<file path="config.mk">
export PLATFORM = sky130hd
export DESIGN_NAME = multilevel_feedback_queue_scheduler
export DESIGN_NICKNAME = d
export VERILOG_FILES = /design/src/rtl/mlfq_pkg.sv /design/src/rtl/mlfq_ram.sv /design/src/rtl/mlfq_ctrl.sv /design/src/rtl/mlfq_dp.sv /design/src/rtl/multilevel_feedback_queue_scheduler.sv
export SDC_FILE = /design/constraint.sdc
export NUM_CORES = 2
export LEC_CHECK = 0
export ABC_CLOCK_PERIOD_IN_PS = 8800
export CORE_ASPECT_RATIO = 1.25
export CORE_MARGIN = 2
export CORE_UTILIZATION = 30
export DETAILED_ROUTE_END_ITERATION = 8
export DONT_BUFFER_PORTS = 1
export PLACE_DENSITY_LB_ADDON = 0.2
export SLEW_MARGIN = 10
export SYNTH_ARGS = -nofsm -noshare
export SYNTH_HDL_FRONTEND = slang
export SYNTH_SLANG_ARGS = --single-unit
</file>
<file path="constraint.sdc">
create_clock -name i_clk -period 8.8 [get_ports i_clk]
set_clock_uncertainty 0.15 [all_clocks]
set_input_delay 2.2 -clock i_clk [delete_from_list [all_inputs] [get_ports i_clk]]
set_output_delay 2.2 -clock i_clk [all_outputs]
set_load 0.01 [all_outputs]
</file>
<file path="src/rtl/mlfq_pkg.sv">
package mlfq_pkg;

    typedef enum logic [2:0] {
        EV_RAN      = 3'd0,
        EV_FINISHED = 3'd1,
        EV_DEMOTED  = 3'd2,
        EV_IDLE     = 3'd3,
        EV_ACCEPTED = 3'd4,
        EV_REJECTED = 3'd5
    } t_event;

    localparam logic OP_ARRIVAL = 1'b0;
    localparam logic OP_TICK    = 1'b1;

    localparam logic [1:0] REG_LEVEL_COUNT = 2'd0;
    localparam logic [1:0] REG_SLICES      = 2'd1;
    localparam logic [1:0] REG_BOOST       = 2'd2;

    typedef enum logic [3:0] {
        CMD_NONE,
        CMD_ARRIVE,     // check arrival and register it
        CMD_BOOST_CLR,  // clear rings and start walk
        CMD_BOOST_STEP, // push one arrival-order entry
        CMD_FIND,       // pick highest level, issue ring read
        CMD_RUN,        // service head task
        CMD_RESULT      // load output register
    } t_cmd;

    typedef struct packed {
        logic boost_due;
        logic boost_last;
    } t_status;

endpackage

</file>
<file path="src/rtl/mlfq_ram.sv">
module mlfq_ram #(
    parameter int WIDTH = 4,
    parameter int DEPTH = 128
) (
    input  logic                     i_clk,
    input  logic                     i_we,
    input  logic [$clog2(DEPTH)-1:0] i_waddr,
    input  logic [WIDTH-1:0]         i_wdata,
    input  logic [$clog2(DEPTH)-1:0] i_raddr,
    output logic [WIDTH-1:0]         o_rdata
);
    logic [WIDTH-1:0] r_mem [DEPTH];
    logic [WIDTH-1:0] r_rdata;

    always_ff @(posedge i_clk) begin
        if (i_we) r_mem[i_waddr] <= i_wdata;
        r_rdata <= r_mem[i_raddr];
    end

    assign o_rdata = r_rdata;
endmodule

</file>
<file path="src/rtl/mlfq_ctrl.sv">
module mlfq_ctrl (
    input  logic               i_clk,
    input  logic               i_rst_n,
    input  logic               i_start,
    input  logic               i_op,
    input  mlfq_pkg::t_status  i_status,
    input  logic               i_out_busy,
    output logic               o_idle,
    output mlfq_pkg::t_cmd     o_cmd
);
    typedef enum logic [2:0] {
        S_IDLE, S_BCLR, S_BSTEP, S_FIND, S_WAIT, S_RUN, S_OUT
    } t_state;

    t_state r_state;

    always_ff @(posedge i_clk) begin
        if (!i_rst_n) begin
            r_state <= S_IDLE;
        end else begin
            unique case (r_state)
                S_IDLE: begin
                    if (i_start) begin
                        if (i_op == mlfq_pkg::OP_ARRIVAL) r_state <= S_OUT;
                        else if (i_status.boost_due) r_state <= S_BCLR;
                        else r_state <= S_FIND;
                    end
                end
                S_BCLR: r_state <= i_status.boost_last ? S_FIND : S_BSTEP;
                S_BSTEP: begin
                    if (i_status.boost_last) r_state <= S_FIND;
                end
                S_FIND: r_state <= S_WAIT;
                S_WAIT: r_state <= S_RUN;
                S_RUN: r_state <= S_OUT;
                S_OUT: begin
                    if (!i_out_busy) r_state <= S_IDLE;
                end
                default: r_state <= S_IDLE;
            endcase
        end
    end

    always_comb begin
        o_cmd = mlfq_pkg::CMD_NONE;
        unique case (r_state)
            S_IDLE: begin
                if (i_start && i_op == mlfq_pkg::OP_ARRIVAL) o_cmd = mlfq_pkg::CMD_ARRIVE;
            end
            S_BCLR:  o_cmd = mlfq_pkg::CMD_BOOST_CLR;
            S_BSTEP: o_cmd = mlfq_pkg::CMD_BOOST_STEP;
            S_FIND:  o_cmd = mlfq_pkg::CMD_FIND;
            S_WAIT:  o_cmd = mlfq_pkg::CMD_NONE;
            S_RUN:   o_cmd = mlfq_pkg::CMD_RUN;
            S_OUT:   o_cmd = i_out_busy ? mlfq_pkg::CMD_NONE : mlfq_pkg::CMD_RESULT;
            default: o_cmd = mlfq_pkg::CMD_NONE;
        endcase
    end

    assign o_idle = (r_state == S_IDLE);

    a_arrive_one: assert property (@(posedge i_clk) disable iff (!i_rst_n)
        (r_state == S_IDLE && i_start && i_op == mlfq_pkg::OP_ARRIVAL) |=> r_state == S_OUT)
        else $error("arrival did not go to result");
    a_run_after_wait: assert property (@(posedge i_clk) disable iff (!i_rst_n)
        r_state == S_WAIT |=> r_state == S_RUN)
        else $error("run sequence broken");
    a_find_after_boost: assert property (@(posedge i_clk) disable iff (!i_rst_n)
        (r_state == S_BSTEP && i_status.boost_last) |=> r_state == S_FIND)
        else $error("boost walk did not end in find");
endmodule

</file>
<file path="src/rtl/mlfq_dp.sv">
module mlfq_dp #(
    parameter int TASKS  = 16,
    parameter int LEVELS = 8
) (
    input  logic              i_clk,
    input  logic              i_rst_n,
    input  mlfq_pkg::t_cmd    i_cmd,
    input  logic [3:0]        i_task_id,
    input  logic [15:0]       i_need_time,
    input  logic              i_cfg_we,
    input  logic [1:0]        i_cfg_index,
    input  logic [63:0]       i_cfg_data,
    output mlfq_pkg::t_status o_status,
    output logic [58:0]       o_result
);
    localparam int TW  = $clog2(TASKS);
    localparam int LW  = (LEVELS > 1) ? $clog2(LEVELS) : 1;
    localparam int CW  = TW + 1;
    localparam int RAW = LW + TW;

    logic [3:0]  r_level_count;
    logic [63:0] r_slices;
    logic [15:0] r_boost_period;

    logic [TW-1:0] r_head [LEVELS];
    logic [CW-1:0] r_occ  [LEVELS];
    logic [15:0]   r_elapsed [TASKS];
    logic [15:0]   r_need [TASKS];
    logic          r_arrived [TASKS];
    logic          r_done [TASKS];
    logic [TW-1:0] r_order [TASKS];
    logic [CW-1:0] r_arr_total;
    logic [31:0]   r_time;
    logic [7:0]    r_slice_used;
    logic          r_last_valid;
    logic [TW-1:0] r_last_task;
    logic [15:0]   r_countdown;
    logic [CW-1:0] r_walk;
    logic          r_boosted;
    logic          r_found;
    logic [LW-1:0] r_lvl;
    logic [25:0]   r_result;

    logic [LW-1:0] w_top;
    logic [3:0]    w_lc;
    logic          w_id_ok;
    logic [TW-1:0] w_id;
    logic          w_we;
    logic [RAW-1:0] w_waddr, w_raddr;
    logic [TW-1:0] w_wdata, w_rdata;
    logic [TW-1:0] w_cur;
    logic [15:0]   w_el_next;
    logic [7:0]    w_su, w_slice;
    logic          w_fnd;
    logic [LW-1:0] w_fl;
    logic [LW-1:0] w_dn;
    logic [TW-1:0] w_wt;
    logic          w_finish;
    logic          w_demote;

    // ring index modulo TASKS; sum is always below 2 * TASKS
    function automatic logic [TW-1:0] f_wrap(input logic [CW-1:0] sum);
        return (sum >= CW'(TASKS)) ? TW'(sum - CW'(TASKS)) : TW'(sum);
    endfunction

    always_comb begin
        w_lc = (r_level_count == 4'd0) ? 4'd1 : r_level_count;
        if (32'(w_lc) > LEVELS) w_lc = 4'(LEVELS);
        w_top = LW'(w_lc - 4'd1);
    end

    assign w_id_ok = ({28'd0, i_task_id} < TASKS);
    assign w_id    = TW'(i_task_id);
    assign w_wt    = r_order[r_walk[TW-1:0]];

    always_comb begin
        w_fnd = 1'b0;
        w_fl  = '0;
        for (int l = 0; l < LEVELS; l++) begin
            if (l < 32'(w_lc) && r_occ[l] != '0) begin
                w_fnd = 1'b1;
                w_fl  = LW'(l);
            end
        end
    end

    assign w_cur   = w_rdata;
    assign w_su    = (!r_last_valid || r_last_task != w_cur) ? 8'd1 :
                     ((r_slice_used == 8'd255) ? 8'd255 : r_slice_used + 8'd1);
    assign w_el_next = (r_elapsed[w_cur] == 16'hFFFF) ? 16'hFFFF : r_elapsed[w_cur] + 16'd1;
    assign w_slice = (r_slices[8*r_lvl +: 8] == 8'd0) ? 8'd1 : r_slices[8*r_lvl +: 8];
    assign w_dn    = (r_lvl == '0) ? '0 : r_lvl - LW'(1);
    assign w_finish = (w_el_next >= r_need[w_cur]);
    assign w_demote = !w_finish && (w_su >= w_slice);

    always_comb begin
        w_we    = 1'b0;
        w_waddr = {w_top, r_occ[w_top][TW-1:0]};
        w_wdata = w_id;
        unique case (i_cmd)
            mlfq_pkg::CMD_ARRIVE: begin
                w_we = w_id_ok && !r_arrived[w_id] && r_occ[w_top] < CW'(TASKS);
                w_waddr = {w_top, f_wrap({1'b0, r_head[w_top]} + r_occ[w_top])};
            end
            mlfq_pkg::CMD_BOOST_STEP: begin
                w_we = !r_done[w_wt] && r_occ[w_top] < CW'(TASKS);
                w_waddr = {w_top, r_occ[w_top][TW-1:0]};
                w_wdata = w_wt;
            end
            mlfq_pkg::CMD_RUN: begin
                // same-level demotion pops and pushes: tail slot stays valid
                w_we = r_found && w_demote
                       && (w_dn == r_lvl || r_occ[w_dn] < CW'(TASKS));
                w_waddr = {w_dn, f_wrap({1'b0, r_head[w_dn]} + r_occ[w_dn])};
                w_wdata = w_cur;
            end
            default: ;
        endcase
    end

    assign w_raddr = {w_fl, r_head[w_fl]};

    mlfq_ram #(.WIDTH(TW), .DEPTH(1 << RAW)) u_rings (
        .i_clk  (i_clk),
        .i_we   (w_we),
        .i_waddr(w_waddr),
        .i_wdata(w_wdata),
        .i_raddr(w_raddr),
        .o_rdata(w_rdata)
    );

    always_ff @(posedge i_clk) begin
        if (!i_rst_n) begin
            r_level_count  <= 4'd3;
            r_slices       <= 64'd132104;
            r_boost_period <= 16'd100;
            for (int i = 0; i < LEVELS; i++) begin
                r_head[i] <= '0;
                r_occ[i]  <= '0;
            end
            for (int i = 0; i < TASKS; i++) begin
                r_elapsed[i] <= '0;
                r_arrived[i] <= 1'b0;
                r_done[i]    <= 1'b0;
            end
            r_arr_total  <= '0;
            r_time       <= '0;
            r_slice_used <= '0;
            r_last_valid <= 1'b0;
            r_last_task  <= '0;
            r_countdown  <= '0;
            r_walk       <= '0;
            r_boosted    <= 1'b0;
            r_found      <= 1'b0;
            r_lvl        <= '0;
        end else begin
            if (i_cfg_we) begin
                unique case (i_cfg_index)
                    mlfq_pkg::REG_LEVEL_COUNT: r_level_count <= i_cfg_data[3:0];
                    mlfq_pkg::REG_SLICES:      r_slices <= i_cfg_data;
                    mlfq_pkg::REG_BOOST:       r_boost_period <= i_cfg_data[15:0];
                    default: ;
                endcase
            end
            unique case (i_cmd)
                mlfq_pkg::CMD_ARRIVE: begin
                    r_boosted <= 1'b0;
                    r_result[6:3] <= i_task_id;
                    if (w_id_ok && !r_arrived[w_id]) begin
                        r_arrived[w_id] <= 1'b1;
                        r_done[w_id]    <= 1'b0;
                        r_elapsed[w_id] <= '0;
                        r_need[w_id]    <= i_need_time;
                        if (r_arr_total < CW'(TASKS)) begin
                            r_order[r_arr_total[TW-1:0]] <= w_id;
                            r_arr_total <= r_arr_total + CW'(1);
                        end
                        if (r_occ[w_top] < CW'(TASKS)) r_occ[w_top] <= r_occ[w_top] + CW'(1);
                        r_result[2:0]   <= mlfq_pkg::EV_ACCEPTED;
                        r_result[9:7]   <= 3'(w_top);
                        r_result[25:10] <= '0;
                    end else begin
                        r_result[2:0]   <= mlfq_pkg::EV_REJECTED;
                        r_result[9:7]   <= '0;
                        r_result[25:10] <= (w_id_ok) ? r_elapsed[w_id] : 16'd0;
                    end
                end
                mlfq_pkg::CMD_BOOST_CLR: begin
                    for (int i = 0; i < LEVELS; i++) begin
                        r_head[i] <= '0;
                        r_occ[i]  <= '0;
                    end
                    r_walk       <= '0;
                    r_boosted    <= 1'b1;
                    r_slice_used <= '0;
                    r_countdown  <= (r_boost_period == 16'd0) ? 16'd1 : r_boost_period;
                end
                mlfq_pkg::CMD_BOOST_STEP: begin
                    r_walk <= r_walk + CW'(1);
                    if (w_we) r_occ[w_top] <= r_occ[w_top] + CW'(1);
                end
                mlfq_pkg::CMD_FIND: begin
                    r_found     <= w_fnd;
                    r_lvl       <= w_fl;
                    r_countdown <= r_countdown - 16'd1;
                    r_time      <= r_time + 32'd1;
                end
                mlfq_pkg::CMD_RUN: begin
                    if (r_found) begin
                        r_last_valid <= 1'b1;
                        r_last_task  <= w_cur;
                        r_elapsed[w_cur] <= w_el_next;
                        r_result[6:3]   <= 4'(w_cur);
                        r_result[9:7]   <= 3'(r_lvl);
                        r_result[25:10] <= w_el_next;
                        if (w_finish) begin
                            r_slice_used  <= w_su;
                            r_done[w_cur] <= 1'b1;
                            r_head[r_lvl] <= f_wrap({1'b0, r_head[r_lvl]} + CW'(1));
                            r_occ[r_lvl]  <= r_occ[r_lvl] - CW'(1);
                            r_result[2:0] <= mlfq_pkg::EV_FINISHED;
                        end else if (w_demote) begin
                            r_slice_used  <= '0;
                            r_head[r_lvl] <= f_wrap({1'b0, r_head[r_lvl]} + CW'(1));
                            r_result[2:0] <= mlfq_pkg::EV_DEMOTED;
                            if (w_dn != r_lvl) begin
                                r_occ[r_lvl] <= r_occ[r_lvl] - CW'(1);
                                if (r_occ[w_dn] < CW'(TASKS))
                                    r_occ[w_dn] <= r_occ[w_dn] + CW'(1);
                            end
                        end else begin
                            r_slice_used  <= w_su;
                            r_result[2:0] <= mlfq_pkg::EV_RAN;
                        end
                    end else begin
                        r_result[2:0]   <= mlfq_pkg::EV_IDLE;
                        r_result[6:3]   <= '0;
                        r_result[9:7]   <= '0;
                        r_result[25:10] <= '0;
                    end
                end
                mlfq_pkg::CMD_RESULT: begin
                    r_boosted <= 1'b0;
                end
                default: ;
            endcase
        end
    end

    assign o_status.boost_due  = (r_countdown == 16'd0);
    assign o_status.boost_last = (i_cmd == mlfq_pkg::CMD_BOOST_CLR) ? (r_arr_total == '0)
                                 : (r_walk + CW'(1) >= r_arr_total);
    assign o_result = {r_boosted, r_time, r_result};

    a_occ_bound: assert property (@(posedge i_clk) disable iff (!i_rst_n)
        r_occ[w_top] <= CW'(TASKS))
        else $error("occupancy over capacity");
    a_time_step: assert property (@(posedge i_clk) disable iff (!i_rst_n)
        i_cmd == mlfq_pkg::CMD_FIND |=> r_time == $past(r_time) + 32'd1)
        else $error("time did not advance");
    a_boost_reload: assert property (@(posedge i_clk) disable iff (!i_rst_n)
        i_cmd == mlfq_pkg::CMD_BOOST_CLR |=> r_countdown != 16'd0)
        else $error("countdown not reloaded");
endmodule

</file>
<file path="src/rtl/multilevel_feedback_queue_scheduler.sv">
// Sequence: an arrival is checked and registered, then its result is loaded; a tick
//   passes FIND, WAIT, RUN and OUT, after BCLR and a BSTEP per arrived task on a boost.
// Throughput: one request at a time; the next request is accepted once the previous
//   result has been loaded into the output register.
// The boost walk over the arrival list and the ring memory read port shape the tick sequence.
// Reset (i_rst_n low, synchronous): queues empty, no tasks, time 0, boost on first tick.
module multilevel_feedback_queue_scheduler #(
    parameter int TASKS  = 16,
    parameter int LEVELS = 8
) (
    input  logic        i_clk,
    input  logic        i_rst_n,
    input  logic        s_axis_tvalid,
    output logic        s_axis_tready,
    input  logic [23:0] s_axis_tdata,   // task_id[3:0], need_time[19:4], zero pad
    input  logic        s_axis_tuser,   // opcode
    output logic        m_axis_tvalid,
    input  logic        m_axis_tready,
    output logic [63:0] m_axis_tdata,   // event_res, served_task, served_level,
                                        // served_elapsed, current_time, boosted, pad
    input  logic        i_cfg_valid,
    output logic        o_cfg_ready,
    input  logic [1:0]  i_cfg_index,
    input  logic [63:0] i_cfg_data
);
    mlfq_pkg::t_cmd    w_cmd;
    mlfq_pkg::t_status w_status;
    logic              w_idle;
    logic [58:0]       w_result;
    logic              r_out_valid;
    logic [58:0]       r_out_data;

    assign s_axis_tready = w_idle;
    assign o_cfg_ready   = 1'b1;

    mlfq_ctrl u_ctrl (
        .i_clk     (i_clk),
        .i_rst_n   (i_rst_n),
        .i_start   (s_axis_tvalid),
        .i_op      (s_axis_tuser),
        .i_status  (w_status),
        .i_out_busy(r_out_valid && !m_axis_tready),
        .o_idle    (w_idle),
        .o_cmd     (w_cmd)
    );

    mlfq_dp #(.TASKS(TASKS), .LEVELS(LEVELS)) u_dp (
        .i_clk      (i_clk),
        .i_rst_n    (i_rst_n),
        .i_cmd      (w_cmd),
        .i_task_id  (s_axis_tdata[3:0]),
        .i_need_time(s_axis_tdata[19:4]),
        .i_cfg_we   (i_cfg_valid),
        .i_cfg_index(i_cfg_index),
        .i_cfg_data (i_cfg_data),
        .o_status   (w_status),
        .o_result   (w_result)
    );

    always_ff @(posedge i_clk) begin
        if (!i_rst_n) begin
            r_out_valid <= 1'b0;
        end else if (w_cmd == mlfq_pkg::CMD_RESULT) begin
            r_out_valid <= 1'b1;
            r_out_data  <= w_result;
        end else if (m_axis_tready) begin
            r_out_valid <= 1'b0;
        end
    end

    assign m_axis_tvalid = r_out_valid;
    assign m_axis_tdata  = {5'd0, r_out_data};
endmodule
</file>
==> flow_summary_export.csv <==
group,metric,value,unit
timing,finalHoldViolCount,0,
synth,synth_flop_cell,"edfxtp_1",
critical_path,cp.required,9.09,ns
synth,yosys.area.top_type_share,57.63,%
timing,maxSlewViolCount,0,
drt,routedWlPerCell,26.21,µm
critical_path,crit_arrival,7.90,ns
cts,numCtsBuffers,157,
drt,ant_nets,0,
cells_and_area,layout.nets,4852,
pwr,cellPowerDensity,305.8,nW/µm²
timing,rsz0062_at_grt,"false",
synth,syn_area,64870,µm²
floorplan,rows,190,
global_route,grt_remaining_overflow,0,
global_route,grt_max_degree,99,
drt,dr.pass1.iters,5,
outcome,status,"complete, no violations",
critical_path,path_class,"reg -> reg",
cts,holdBufCountCts,0,
floorplan,start_util,30.22,%
cts,clk_latency,0.84,ns
cts,h-tree-depth,4,
floorplan,ios,163,
cells_and_area,drive_gt1_share,16.12,%
cells_and_area,area_delta_synth_final,13.25,%
cts,postCtsSetupRepairBufs,0,
global_route,grtUsageTotal,18.19,%
pwr,p_seq_share,38.2,%
pwr,p_int,14.48,mW
cts,clock_path_buffers,3,
pwr,clock_power_share,29.2,%
synth,synth-seq-cells,1452,
drt,routed_wl,202100,µm
critical_path,startpoint_type,"flop",
cells_and_area,layout_common_cells,"edfxtp_1, nand2_1, nor2_1",
cts,cts_root_buffer,"clkbuf_16",
cts,cts_resized,0,
cts,clock-sinks,1452,
timing,worst_pin_slew,1.158,ns
critical_path,crit_fanout,32,
place,hpwl,130300,µm
cts,clk_pin_slew,0.06,ns
pwr,combPwrFrac,32.6,%
cts,cts_tree,"built",
place,place_congestion,0.8456,
synth,ys_async_sr_fraction,0,%
timing,setup_violations,0,
pwr,power_leakage,23.84,nW
drt,num_vias,40501,
timing,max_freq,131.4,MHz
cells_and_area,final_common_cell,"edfxtp_1",
pwr,vdd_drop_max,0.3182,mV
synth,synthCells,4721,
pwr,p_total,22.47,mW
global_route,antenna_found_initial,6,
floorplan,dieWidth,419.9,µm
place,port-buffer-count,0,
floorplan,die_y,523.9,µm
synth,synth_seq_area_share,64.02,%
timing,period_needed,7.608,ns
run,drv_cap,0,
pwr,swShare,35.57,%
timing,hold_ws,0.2701,ns
drt,viasPerCell,5.253,
critical_path,end_kind,"flop",
synth,synth_cell_types,86,
pwr,p_sw,7.993,mW
worst_hold_path,hp-class,"reg -> reg",
synth,synth-edff-count,1245,
timing,max_slew_margin,22.81,%
global_route,grt_first_pass_wirelength,291900,µm
synth,synth_top_cell_by_area,"edfxtp_1",
synth,synth_warnings,0,
floorplan,die-area,220000,µm²
floorplan,core,214700,µm²
synth,syn_area_per_cell,13.74,µm²
timing,tns,0,ns
timing,finalCritPeriodShare,86.45,%
global_route,grt_pass1_vias,41120,
drt,drcViolationCount,0,
synth,yosys-top-cells-area,"edfxtp_1, mux4_2, dfxtp_1",
drt,drtIter0Drc,3193,
==> cells in the mapped netlist, drive strengths merged, types with 53 or more instances <==
master	n
nand3	132
buf	101
dfxtp	207
nor2	595
mux4	343
a21oi	179
edfxtp	1245
clkbuf	205
o22ai	90
ha	53
o21ai	81
nand2	646
inv	61
mux2i	118
==> cell type report <==
type,count,area [µm²]
diodes,3,7.507
clock buffers,202,4245
inverters,64,245.2
fillers,20791,141200
repair buffers,123,960.9
flip-flops and latches,1452,41540
clock inverters,83,849.6
multi-input cells,2903,22010
well taps,2880,3603
==> final timing paths <==
check                           from                   endpoint  slack [ns]  depth (start not counted)
max          u_dp.u_rings.o_rdata[0]  u_dp.u_rings.r_mem[89][1]        1.19                         23
min reg2reg        u_dp.r_result[23]             r_out_data[23]        0.27                          0
min                u_dp.r_result[23]             r_out_data[23]        0.27                          0
max reg2reg  u_dp.u_rings.o_rdata[0]  u_dp.u_rings.r_mem[89][1]        1.19                         23
==> metal layers <==
| layer | GRT usage, % | share of wire (%) |
|---|---|---|
| met1 | 22.04 | 40 |
| met2 | 32.63 | 52 |
| met3 | 2.533 | 4.6 |
| met4 | 6.805 | 3.4 |
| met5 | 0 | 0.0035 |
==> power by group through the flow <==
stage | sequential, mW | combinational [mW] | clock [mW]
global placement | 8.71 | 7.41 | 0
global route | 8.60 | 7.87 | 6.98
CTS | 8.57 | 7.42 | 6.73
detailed placement | 8.71 | 7.39 | 0
finish | 8.58 | 7.33 | 6.56
floorplan | 8.46 | 4.87 | 0
==> sequential cells by signal, summed over array words and instances (netlist names), 26 cells and up, named ones only <==
register / count
u_dp.r_slices: 64
u_dp.r_need: 256
u_dp.r_elapsed: 256
u_dp.r_result: 26
r_out_data: 59
u_dp.r_occ: 40
u_dp.r_order: 64
u_dp.r_head: 32
u_dp.r_time: 32
u_dp.u_rings.r_mem: 512
==> worst max-delay path, stage by stage, from the launching register on <==
cell      delay (ns)
dfxtp_4         0.60
buf_4           0.41
mux4_2          0.57
mux4_2          0.49
ha_1            0.22
nand2_1         0.09
nor2_1          0.07
nand3_1         0.22
nor4_2          0.12
nor2b_1         0.39
ha_1            0.32
nand2b_1        0.15
a21o_1          0.18
a21o_1          0.17
a21o_1          0.18
a21o_1          0.17
a21o_1          0.19
a211o_1         0.33
a21oi_1         0.21
o21ai_0         0.33
o31ai_1         0.72
nand3_1         0.16
buf_4           0.30
nor2_1          0.41
==> through the flow <==
| stage | util (%) | setup WS [ns] | cells | cell area [µm²] |
|---|---|---|---|---|
| 6_report | 34.22 | 1.192 | 7710 | 73470 |
| 5_1_grt | 34.22 | 0.8372 | 7708 | 73460 |
| 4_1_cts | 34.22 | 1.239 | 7707 | 73460 |
| 3_5_place_dp | 31.85 | 1.279 | 7422 | 68370 |
| 3_3_place_gp | 31.85 | 1.305 | 7422 | 68370 |
| 2_1_floorplan | - | 1.569 | 4725 | 64890 |
==> cells by family after synthesis <==
| kind of cell | after synthesis | synth area share (%) |
|---|---|---|
| and+or+nand+nor | 1619 | 10.67 |
| muxes | 484 | 14.13 |
| AOI/OAI and AO/OA | 672 | 6.858 |
| DFF | 1452 | 64.02 |
| other | 2 | 0.01158 |
| xor gates and xnor gates | 67 | 0.9046 |
| buffers and inverters | 370 | 2.326 |
| adders and majority gates | 55 | 1.084 |
Note: power is estimated with default switching activity, not from simulation.
